`src/hw/rtl/mwoc_pkg.sv`:
```
package mwoc_pkg;

    typedef enum logic [3:0] {
        EV_CLOCK   = 4'd0,
        EV_POWER   = 4'd1,
        EV_MODE    = 4'd2,
        EV_DEFROST = 4'd3,
        EV_START   = 4'd4,
        EV_STOP    = 4'd5,
        EV_DIAL    = 4'd6,
        EV_SECOND  = 4'd7,
        EV_MINUTE  = 4'd8,
        EV_NONE    = 4'd15
    } event_t;

    typedef enum logic [2:0] {
        ST_IDLE     = 3'd0,
        ST_HOURS    = 3'd1,
        ST_MINUTES  = 3'd2,
        ST_POWER    = 3'd3,
        ST_DURATION = 3'd4,
        ST_HEAT     = 3'd5,
        ST_DEFROST  = 3'd6,
        ST_COOKING  = 3'd7
    } ui_state_t;

    typedef enum logic [2:0] {
        DK_TIME     = 3'd0,
        DK_HOURS    = 3'd1,
        DK_MINUTES  = 3'd2,
        DK_POWER    = 3'd3,
        DK_DURATION = 3'd4,
        DK_GRAMS    = 3'd5,
        DK_HEAT     = 3'd6,
        DK_FINISHED = 3'd7
    } disp_kind_t;

    localparam logic [1:0]  HM_MICROWAVE   = 2'd0;
    localparam logic [1:0]  HM_GRILL       = 2'd1;
    localparam logic [1:0]  HM_COMBINED    = 2'd2;
    localparam logic [6:0]  DIAL_MAX       = 7'd99;
    localparam logic [6:0]  FULL_POWER     = 7'd100;
    localparam logic [12:0] START_DURATION = 13'd60;
    localparam logic [12:0] MAX_DURATION   = 13'd5999;
    localparam logic [12:0] DEFROST_GRAMS  = 13'd100;
    localparam logic [5:0]  MINUTE_LAST    = 6'd59;
    localparam logic [4:0]  HOUR_LAST      = 5'd23;
    localparam logic [12:0] MINUTES_PER_HOUR = 13'd60;

    typedef struct packed {
        logic [3:0] mode;
        logic [6:0] dial_value;
    } request_t;

    typedef struct packed {
        logic [2:0]  ui_state;
        logic [4:0]  clock_hour;
        logic [5:0]  clock_minute;
        logic [6:0]  power_percent;
        logic [12:0] duration_seconds;
        logic [1:0]  heat_mode;
        logic        finished;
        logic [2:0]  display_kind;
        logic [12:0] display_value;
    } result_t;

    // Decoded event with every dial mapping worked out ahead of the state lookup.
    typedef struct packed {
        event_t      ev;
        logic [4:0]  hour_val;
        logic [5:0]  minute_val;
        logic [6:0]  power_val;
        logic [10:0] dial_dur;
        logic [7:0]  defrost_dur;
        logic [1:0]  heat_val;
        logic [12:0] grams;
    } command_t;

endpackage

```
`src/hw/rtl/mwoc_front.sv`:
```
module mwoc_front (
    input  logic                aclk,
    input  logic                aresetn,
    input  logic                s_valid,
    output logic                s_ready,
    input  mwoc_pkg::request_t  s_payload,
    output logic                cmd_valid,
    input  logic                cmd_ready,
    output mwoc_pkg::command_t  cmd
);

    logic               valid_reg, valid_next;
    mwoc_pkg::command_t cmd_reg, cmd_next;

    logic [6:0]  pos;
    logic [14:0] hour_prod;
    logic [15:0] minute_prod;
    logic [8:0]  defrost_prod;
    mwoc_pkg::event_t ev;

    assign pos = (s_payload.dial_value > mwoc_pkg::DIAL_MAX) ? mwoc_pkg::DIAL_MAX
                                                               : s_payload.dial_value;

    // pos*24/100 and pos*60/100 as multiplications by scaled reciprocals;
    // the error stays below one unit over the whole dial range.
    assign hour_prod    = 15'(pos) * 15'd246;
    assign minute_prod  = 16'(pos) * 16'd615;
    assign defrost_prod = 9'(pos) * 9'd5;

    always_comb begin
        unique case (s_payload.mode)
            mwoc_pkg::EV_CLOCK:   ev = mwoc_pkg::EV_CLOCK;
            mwoc_pkg::EV_POWER:   ev = mwoc_pkg::EV_POWER;
            mwoc_pkg::EV_MODE:    ev = mwoc_pkg::EV_MODE;
            mwoc_pkg::EV_DEFROST: ev = mwoc_pkg::EV_DEFROST;
            mwoc_pkg::EV_START:   ev = mwoc_pkg::EV_START;
            mwoc_pkg::EV_STOP:    ev = mwoc_pkg::EV_STOP;
            mwoc_pkg::EV_DIAL:    ev = mwoc_pkg::EV_DIAL;
            mwoc_pkg::EV_SECOND:  ev = mwoc_pkg::EV_SECOND;
            mwoc_pkg::EV_MINUTE:  ev = mwoc_pkg::EV_MINUTE;
            default:              ev = mwoc_pkg::EV_NONE;
        endcase
    end

    always_comb begin
        cmd_next.ev          = ev;
        cmd_next.hour_val    = hour_prod[14:10];
        cmd_next.minute_val  = minute_prod[15:10];
        cmd_next.power_val   = pos + 7'd1;
        cmd_next.dial_dur    = 11'(pos) * 11'd15;
        cmd_next.defrost_dur = defrost_prod[8:1];
        cmd_next.grams       = 13'(pos) * 13'd50;
        if (pos >= 7'd98) begin
            cmd_next.heat_val = mwoc_pkg::HM_COMBINED;
        end else if (pos >= 7'd49) begin
            cmd_next.heat_val = mwoc_pkg::HM_GRILL;
        end else begin
            cmd_next.heat_val = mwoc_pkg::HM_MICROWAVE;
        end
    end

    assign s_ready    = !valid_reg || cmd_ready;
    assign valid_next = s_ready ? s_valid : valid_reg;

    always_ff @(posedge aclk) begin
        if (!aresetn) begin
            valid_reg <= 1'b0;
        end else begin
            valid_reg <= valid_next;
        end
    end

    always_ff @(posedge aclk) begin
        if (s_ready && s_valid) begin
            cmd_reg <= cmd_next;
        end
    end

    assign cmd_valid = valid_reg;
    assign cmd       = cmd_reg;

endmodule

```
`src/hw/rtl/mwoc_queue.sv`:
```
module mwoc_queue (
    input  logic                aclk,
    input  logic                aresetn,
    input  logic                in_valid,
    output logic                in_ready,
    input  mwoc_pkg::command_t  in_cmd,
    output logic                out_valid,
    input  logic                out_ready,
    output mwoc_pkg::command_t  out_cmd
);

    mwoc_pkg::command_t entry_reg [2];
    logic       wr_ptr_reg, wr_ptr_next;
    logic       rd_ptr_reg, rd_ptr_next;
    logic [1:0] count_reg, count_next;
    logic       push, pop;

    assign in_ready  = (count_reg != 2'd2);
    assign out_valid = (count_reg != 2'd0);
    assign push      = in_valid && in_ready;
    assign pop       = out_valid && out_ready;

    always_comb begin
        wr_ptr_next = push ? !wr_ptr_reg : wr_ptr_reg;
        rd_ptr_next = pop ? !rd_ptr_reg : rd_ptr_reg;
        count_next  = count_reg + 2'(push) - 2'(pop);
    end

    always_ff @(posedge aclk) begin
        if (!aresetn) begin
            wr_ptr_reg <= 1'b0;
            rd_ptr_reg <= 1'b0;
            count_reg  <= 2'd0;
        end else begin
            wr_ptr_reg <= wr_ptr_next;
            rd_ptr_reg <= rd_ptr_next;
            count_reg  <= count_next;
        end
    end

    always_ff @(posedge aclk) begin
        if (push) begin
            entry_reg[wr_ptr_reg] <= in_cmd;
        end
    end

    assign out_cmd = entry_reg[rd_ptr_reg];

endmodule

```
`src/hw/rtl/mwoc_exec.sv`:
```
module mwoc_exec (
    input  logic                aclk,
    input  logic                aresetn,
    input  logic                cmd_valid,
    output logic                cmd_ready,
    input  mwoc_pkg::command_t  cmd,
    output logic                m_valid,
    input  logic                m_ready,
    output mwoc_pkg::result_t   m_payload
);

    mwoc_pkg::ui_state_t ui_state_reg, ui_state_next;
    logic [4:0]  hour_reg, hour_next;
    logic [5:0]  minute_reg, minute_next;
    logic [6:0]  power_reg, power_next;
    logic [12:0] duration_reg, duration_next;
    logic [1:0]  heat_mode_reg, heat_mode_next;
    logic        finished_reg, finished_next;

    logic              m_valid_reg, m_valid_next;
    mwoc_pkg::result_t m_payload_reg, m_payload_next;

    logic        fire;
    logic [12:0] dur_added;
    logic        grams_shown;
    mwoc_pkg::disp_kind_t kind;
    logic [12:0] value;

    assign fire      = cmd_valid && (!m_valid_reg || m_ready);
    assign cmd_ready = !m_valid_reg || m_ready;
    assign dur_added = duration_reg + mwoc_pkg::START_DURATION;

    // Next state of the user-interface machine.
    always_comb begin
        ui_state_next = ui_state_reg;
        unique case (cmd.ev)
            mwoc_pkg::EV_CLOCK: begin
                if (ui_state_reg == mwoc_pkg::ST_IDLE) begin
                    ui_state_next = mwoc_pkg::ST_HOURS;
                end else if (ui_state_reg == mwoc_pkg::ST_HOURS) begin
                    ui_state_next = mwoc_pkg::ST_MINUTES;
                end else if (ui_state_reg == mwoc_pkg::ST_MINUTES) begin
                    ui_state_next = mwoc_pkg::ST_IDLE;
                end
            end
            mwoc_pkg::EV_POWER: begin
                if (ui_state_reg == mwoc_pkg::ST_IDLE) begin
                    ui_state_next = mwoc_pkg::ST_POWER;
                end else if (ui_state_reg == mwoc_pkg::ST_POWER) begin
                    ui_state_next = mwoc_pkg::ST_DURATION;
                end
            end
            mwoc_pkg::EV_MODE: begin
                if (ui_state_reg == mwoc_pkg::ST_IDLE) begin
                    ui_state_next = mwoc_pkg::ST_HEAT;
                end else if (ui_state_reg == mwoc_pkg::ST_HEAT) begin
                    ui_state_next = mwoc_pkg::ST_DURATION;
                end
            end
            mwoc_pkg::EV_DEFROST: begin
                if (ui_state_reg == mwoc_pkg::ST_IDLE) begin
                    ui_state_next = mwoc_pkg::ST_DEFROST;
                end
            end
            mwoc_pkg::EV_START: begin
                if (ui_state_reg == mwoc_pkg::ST_IDLE
                        || ui_state_reg == mwoc_pkg::ST_DURATION
                        || ui_state_reg == mwoc_pkg::ST_DEFROST) begin
                    ui_state_next = mwoc_pkg::ST_COOKING;
                end
            end
            mwoc_pkg::EV_STOP: begin
                ui_state_next = mwoc_pkg::ST_IDLE;
            end
            default: begin
            end
        endcase
    end

    // Clock, power, duration, heat mode and the finished flag.
    always_comb begin
        hour_next      = hour_reg;
        minute_next    = minute_reg;
        power_next     = power_reg;
        duration_next  = duration_reg;
        heat_mode_next = heat_mode_reg;
        finished_next  = finished_reg;
        unique case (cmd.ev)
            mwoc_pkg::EV_MODE: begin
                if (ui_state_reg == mwoc_pkg::ST_IDLE) begin
                    heat_mode_next = mwoc_pkg::HM_MICROWAVE;
                end
            end
            mwoc_pkg::EV_START: begin
                if (ui_state_reg == mwoc_pkg::ST_IDLE) begin
                    power_next    = mwoc_pkg::FULL_POWER;
                    duration_next = mwoc_pkg::START_DURATION;
                    finished_next = 1'b0;
                end else if (ui_state_reg == mwoc_pkg::ST_DURATION
                        || ui_state_reg == mwoc_pkg::ST_DEFROST) begin
                    finished_next = 1'b0;
                end else if (ui_state_reg == mwoc_pkg::ST_COOKING) begin
                    duration_next = (dur_added > mwoc_pkg::MAX_DURATION)
                                    ? mwoc_pkg::MAX_DURATION : dur_added;
                    finished_next = 1'b0;
                end
            end
            mwoc_pkg::EV_STOP: begin
                finished_next = 1'b0;
            end
            mwoc_pkg::EV_DIAL: begin
                unique case (ui_state_reg)
                    mwoc_pkg::ST_HOURS:    hour_next      = cmd.hour_val;
                    mwoc_pkg::ST_MINUTES:  minute_next    = cmd.minute_val;
                    mwoc_pkg::ST_POWER:    power_next     = cmd.power_val;
                    mwoc_pkg::ST_DURATION: duration_next  = 13'(cmd.dial_dur);
                    mwoc_pkg::ST_DEFROST:  duration_next  = 13'(cmd.defrost_dur);
                    mwoc_pkg::ST_HEAT:     heat_mode_next = cmd.heat_val;
                    default: begin
                    end
                endcase
            end
            mwoc_pkg::EV_SECOND: begin
                if (ui_state_reg == mwoc_pkg::ST_COOKING) begin
                    if (duration_reg == 13'd0) begin
                        finished_next = 1'b1;
                    end else begin
                        duration_next = duration_reg - 13'd1;
                    end
                end
            end
            mwoc_pkg::EV_MINUTE: begin
                if (ui_state_reg != mwoc_pkg::ST_HOURS
                        && ui_state_reg != mwoc_pkg::ST_MINUTES) begin
                    if (minute_reg >= mwoc_pkg::MINUTE_LAST) begin
                        minute_next = 6'd0;
                        hour_next   = (hour_reg >= mwoc_pkg::HOUR_LAST) ? 5'd0
                                                                        : hour_reg + 5'd1;
                    end else begin
                        minute_next = minute_reg + 6'd1;
                    end
                end
            end
            default: begin
            end
        endcase
    end

    // Grams are shown on entering defrost and on each dial turn there.
    assign grams_shown = (cmd.ev == mwoc_pkg::EV_DEFROST && ui_state_reg == mwoc_pkg::ST_IDLE)
                      || (cmd.ev == mwoc_pkg::EV_DIAL && ui_state_reg == mwoc_pkg::ST_DEFROST);

    always_comb begin
        unique case (ui_state_next)
            mwoc_pkg::ST_IDLE: begin
                kind  = mwoc_pkg::DK_TIME;
                value = 13'(hour_next) * mwoc_pkg::MINUTES_PER_HOUR + 13'(minute_next);
            end
            mwoc_pkg::ST_HOURS: begin
                kind  = mwoc_pkg::DK_HOURS;
                value = 13'(hour_next);
            end
            mwoc_pkg::ST_MINUTES: begin
                kind  = mwoc_pkg::DK_MINUTES;
                value = 13'(minute_next);
            end
            mwoc_pkg::ST_POWER: begin
                kind  = mwoc_pkg::DK_POWER;
                value = 13'(power_next);
            end
            mwoc_pkg::ST_HEAT: begin
                kind  = mwoc_pkg::DK_HEAT;
                value = 13'(heat_mode_next);
            end
            mwoc_pkg::ST_DEFROST: begin
                if (grams_shown) begin
                    kind  = mwoc_pkg::DK_GRAMS;
                    value = (cmd.ev == mwoc_pkg::EV_DIAL) ? cmd.grams
                                                           : mwoc_pkg::DEFROST_GRAMS;
                end else begin
                    kind  = mwoc_pkg::DK_DURATION;
                    value = duration_next;
                end
            end
            mwoc_pkg::ST_COOKING: begin
                if (finished_next) begin
                    kind  = mwoc_pkg::DK_FINISHED;
                    value = 13'd0;
                end else begin
                    kind  = mwoc_pkg::DK_DURATION;
                    value = duration_next;
                end
            end
            default: begin
                kind  = mwoc_pkg::DK_DURATION;
                value = duration_next;
            end
        endcase
    end

    always_comb begin
        m_payload_next.ui_state         = ui_state_next;
        m_payload_next.clock_hour       = hour_next;
        m_payload_next.clock_minute     = minute_next;
        m_payload_next.power_percent    = power_next;
        m_payload_next.duration_seconds = duration_next;
        m_payload_next.heat_mode        = heat_mode_next;
        m_payload_next.finished         = finished_next;
        m_payload_next.display_kind     = kind;
        m_payload_next.display_value    = value;
    end

    assign m_valid_next = fire ? 1'b1 : (m_ready ? 1'b0 : m_valid_reg);

    always_ff @(posedge aclk) begin
        if (!aresetn) begin
            ui_state_reg  <= mwoc_pkg::ST_IDLE;
            hour_reg      <= 5'd0;
            minute_reg    <= 6'd0;
            power_reg     <= mwoc_pkg::FULL_POWER;
            duration_reg  <= mwoc_pkg::START_DURATION;
            heat_mode_reg <= mwoc_pkg::HM_MICROWAVE;
            finished_reg  <= 1'b0;
            m_valid_reg   <= 1'b0;
        end else begin
            m_valid_reg <= m_valid_next;
            if (fire) begin
                ui_state_reg  <= ui_state_next;
                hour_reg      <= hour_next;
                minute_reg    <= minute_next;
                power_reg     <= power_next;
                duration_reg  <= duration_next;
                heat_mode_reg <= heat_mode_next;
                finished_reg  <= finished_next;
            end
        end
    end

    always_ff @(posedge aclk) begin
        if (fire) begin
            m_payload_reg <= m_payload_next;
        end
    end

    assign m_valid   = m_valid_reg;
    assign m_payload = m_payload_reg;

endmodule

```
`src/hw/rtl/microwave_oven_controller_unit.sv`:
```
// Microwave oven controller. Every accepted event request (button, dial turn, second or
// minute tick) yields exactly one result: the interface state after the event, the clock,
// power, cook time, heat mode, finished flag and a display kind and value. One request is
// taken per clock cycle in steady state when the consumer does not stall. The accepting
// edge loads the decode register, from which the command moves into the two-entry command
// queue and then into the output register, where its result is offered; a stall can hold
// it at each of these steps. The decoder works out all dial mappings up front, and the
// executing stage applies one command per cycle to the oven state while the output
// register is free. Either side may stall on its own: the queue and the output register
// absorb back-pressure without dropping a request.
module microwave_oven_controller_unit (
    input  logic               aclk,
    input  logic               aresetn,
    input  logic               s_valid,
    output logic               s_ready,
    input  mwoc_pkg::request_t s_payload,
    output logic               m_valid,
    input  logic               m_ready,
    output mwoc_pkg::result_t  m_payload
);

    logic               dec_valid, dec_ready;
    mwoc_pkg::command_t dec_cmd;
    logic               q_valid, q_ready;
    mwoc_pkg::command_t q_cmd;

    mwoc_front u_front (
        .aclk      (aclk),
        .aresetn   (aresetn),
        .s_valid   (s_valid),
        .s_ready   (s_ready),
        .s_payload (s_payload),
        .cmd_valid (dec_valid),
        .cmd_ready (dec_ready),
        .cmd       (dec_cmd)
    );

    mwoc_queue u_queue (
        .aclk      (aclk),
        .aresetn   (aresetn),
        .in_valid  (dec_valid),
        .in_ready  (dec_ready),
        .in_cmd    (dec_cmd),
        .out_valid (q_valid),
        .out_ready (q_ready),
        .out_cmd   (q_cmd)
    );

    mwoc_exec u_exec (
        .aclk      (aclk),
        .aresetn   (aresetn),
        .cmd_valid (q_valid),
        .cmd_ready (q_ready),
        .cmd       (q_cmd),
        .m_valid   (m_valid),
        .m_ready   (m_ready),
        .m_payload (m_payload)
    );

endmodule

```
`config.mk`:
```
export PLATFORM = sky130hd
export DESIGN_NAME = microwave_oven_controller_unit
export DESIGN_NICKNAME = d
export VERILOG_FILES = /design/src/hw/rtl/mwoc_pkg.sv /design/src/hw/rtl/mwoc_front.sv /design/src/hw/rtl/mwoc_queue.sv /design/src/hw/rtl/mwoc_exec.sv /design/src/hw/rtl/microwave_oven_controller_unit.sv
export SDC_FILE = /design/constraint.sdc
export NUM_CORES = 1
export LEC_CHECK = 0
export BUFFER_PORTS_ARGS = -buffer_cell sky130_fd_sc_hd__buf_2
export CAP_MARGIN = 25
export CELL_PAD_IN_SITES_DETAIL_PLACEMENT = 0
export CELL_PAD_IN_SITES_GLOBAL_PLACEMENT = 1
export CORE_UTILIZATION = 30
export DETAILED_ROUTE_END_ITERATION = 12
export GPL_TIMING_DRIVEN = 0
export HOLD_SLACK_MARGIN = 0.06
export PLACE_DENSITY_LB_ADDON = 0.1
export SLEW_MARGIN = 20
export SYNTH_ARGS = -nofsm -noshare
export SYNTH_HDL_FRONTEND = slang
export SYNTH_SLANG_ARGS = --single-unit
export TNS_END_PERCENT = 30
```
`constraint.sdc`:
```
create_clock -name aclk -period 9 [get_ports aclk]
set_input_delay 0 -clock aclk [delete_from_list [all_inputs] [get_ports aclk]]
set_output_delay 0 -clock aclk [all_outputs]
set_load 0.03 [all_outputs]
```
==> out/results.txt <==
status = finished clean
clk buf depth = 3
Synth area leader = edfxtp_1
Max-Slew Margin vs Limit = 0.343
Yosys warnings = 0
Final TNS setup = 0 ps
total track usage = 0.170
Crit Path Max Fanout = 10
most used cell, CP = buf_6
Required @ worst endpoint = 9270 ps
CTS Sinks = 253
via-per-instance ratio = 4.92
Reg clk slew, reported paths = 60 ps
metal2 WL = 20100 microns
post-synth top area share = 0.407
vias in the first global route = 10770
Rows = 82
post-CTS setup buffers = 0
layout cell share with drive strength beyond 1 = 0.146
crit end category = register
Worst-Margin Slew = 980 ps
core area = 50400 sq um
Detailed Route Iter0 Violations = 594
Crit Path Class = reg -> reg
ANT cells = 0
final hold vios = 0
final setup vio count = 0
Yosys reg bits = 253
met1 WL = 21200 microns
post-route cell area = 17800 sq um
ranking of synthesized cells by area = edfxtp_1 41%, ha_1 11%, dfxtp_1 5.7%, fa_1 5.5%, inv_1 3.0%
LEAKAGE = 7.17 nW
Clk Latency, worst-skew pair = 570 ps
fin crit period = 5630 ps
worst hold endpoint = u_front.cmd[22]
DIE AREA = 52300 sq um
die width = 229 microns
Post-Syn Area = 15400 sq um
most frequent cell after synthesis = edfxtp_1
DRC Markers = 0
dpl cell area = 16800 sq um
CTS root buf = clkbuf_16
Hold Buf Count CTS = 10
DR top layer = met4
final worst-path cycle share = 0.626
largest net degree at the start of global routing = 37
Final WS setup = 3370 ps
initial antenna violation count = 0
Worst Skew = 12.1 ps
Pre-Repair DR Iteration Count = 5
R2R depth = 18
total CTS buffers = 29
Power, Total = 5.88 mW
Post-CTS Resized = 0
met3 wire len = 1520 microns
# port buffers = 67
Post-synth EDFFs = 209
Pins Over Slew Limit = 0
cell area power density = 331 nW/um^2
overflow left after global routing = 0
Max-cap violations = 0
Worst path slowest cell = a21oi_1
number of flip-flops in the largest register = 104
WHS Path Cells = 2
Placement Setup Slack = 3030 ps
vias post-DR = 10545
Die Height = 229 microns
r2r setup slk = 3370 ps
CP arrival = 5910 ps
dominant synthesized flop cell = edfxtp_1
ys async rst share = 0
CP max stage delay = 740 ps
detailed-placement wirelength estimate = 34100 microns
Min-Delay Path Class = in -> reg
register area share after synthesis = 0.464
first-pass GRT wire length = 68000 microns
RSZ-0062 raised after global routing = false
startpoint types = register
Worst R2R End = u_exec.m_payload[10]
gp weighted congestion = 0.878
routed len/inst = 20.5 microns
Nets = 1643
CP cell instances = buf_6 -> buf_6 -> buf_6 -> buf_2 -> buf_2 -> mux2i_1 -> o21ai_0 -> a21oi_1 -> fa_1 -> fa_1 -> inv_1 -> ha_1 -> a21oi_1 -> xnor2_1 -> nand3_1 -> nor3b_1 -> xnor2_1 -> o221ai_1
IO Count = 70
synthesized instance count = 1336
area delta synth->final = 15.4%
post-synth net total = 1527
Starting Density = 0.306
maximum clock frequency = 0.178 GHz
final WL = 43900 microns
ANT nets after route = 0
Post-synth top cells = 209 x edfxtp_1, 134 x ha_1, 125 x inv_1, 81 x nor2_1, 66 x nand2_1
CTS tree = built
Max rail drop VDD = 0.151 mV
Cell variety after synth = 98
Avg Inst Size Synth = 11.5 sq um
CTS H-Tree Depth = 1
HP Start = s_payload[6]
==> power by group <==
part | switching [mW] | internal, mW | total, mW | leakage [nW]
sequential | 0.148 | 1.71 | 1.86 | 2.34
clock | 0.472 | 0.674 | 1.15 | 0.445
combinational | 1.88 | 1.00 | 2.88 | 4.39
==> per-stage QoR <==
stage / hold WS [ps] / util / instances
3_5_place_dp: 223 / 0.333 / 2083
2_1_floorplan: 98.9 / - / 1336
4_1_cts: 101 / 0.353 / 2145
3_3_place_gp: 217 / 0.329 / 2075
6_report: 121 / 0.353 / 2145
5_1_grt: 115 / 0.353 / 2145
==> per-layer routing <==
metal  vias to the layer above  global-route usage
met5                         -                   0
met4                         0              0.0468
li1                       5174                   -
met2                       227               0.278
met3                        59              0.0175
met1                      5085               0.238
==> area by class of cell <==
cell class,instances,area [sq um]
repair buffers,85,581
plain buffers,56,304
inverters,130,493
multi-input cells,897,7490
clock inverters,17,166
clock buffers,35,748
fillers,5014,32600
flip-flops and latches,253,7160
well taps,672,841
==> cells by family (layout without fill, tap and decap cells) <==
group           count (synthesis)  after routing  synth area share
mux                            50             50            0.0399
simple gates                  310            310             0.106
xor+xnor                       55             55            0.0317
flops                         253            253             0.464
buf+inv                       186            323            0.0515
compound gates                306            306             0.144
fa+ha+maj                     176            176             0.163
==> critical path, delay by kind of cell (launching register included) <==
| family | cells | cell delay (ps) |
|---|---|---|
| adders and majority gates | 3 | 1410 |
| AOI/OAI and AO/OA | 4 | 1260 |
| buffers and inverters | 6 | 1250 |
| and+or+nand+nor | 2 | 450 |
| xor gates and xnor gates | 2 | 390 |
| DFF | 1 | 340 |
| muxes | 1 | 230 |
==> worst max-delay path by stage <==
stage,startpoint,end,slack (ps),cells past startpoint
2_1_floorplan,register,u_exec.m_payload[10],4330,18
3_3_place_gp,s_payload[6],u_front.cmd[51],3060,17
3_5_place_dp,s_payload[6],u_front.cmd[51],3030,17
4_1_cts,register,u_exec.m_payload[10],3240,18
5_1_grt,register,u_exec.m_payload[10],2930,18
6_report,register,u_exec.m_payload[10],3370,18
==> cells in the final DEF, fill, tap and decap left out, drive strengths merged, types with 11 or more instances in the layout <==
| cell | synthesis | final |
|---|---|---|
| fa | 42 | 42 |
| nor2 | 81 | 81 |
| a211oi | 27 | 27 |
| buf | 30 | 105 |
| and3 | 11 | 11 |
| nand2b | 11 | 11 |
| a21oi | 66 | 66 |
| a21o | 20 | 20 |
| inv | 130 | 131 |
| clkinv | 0 | 12 |
| nand2 | 67 | 67 |
| o211ai | 13 | 13 |
| mux2 | 18 | 18 |
| nand3 | 29 | 29 |
| xnor2 | 36 | 36 |
| mux2i | 25 | 25 |
| xor2 | 19 | 19 |
| nor3 | 28 | 28 |
| a31oi | 15 | 15 |
| edfxtp | 209 | 209 |
| o21ai | 49 | 49 |
| clkbuf | 26 | 61 |
| dfxtp | 44 | 44 |
| ha | 134 | 134 |
(Power assumes the default switching activity.)
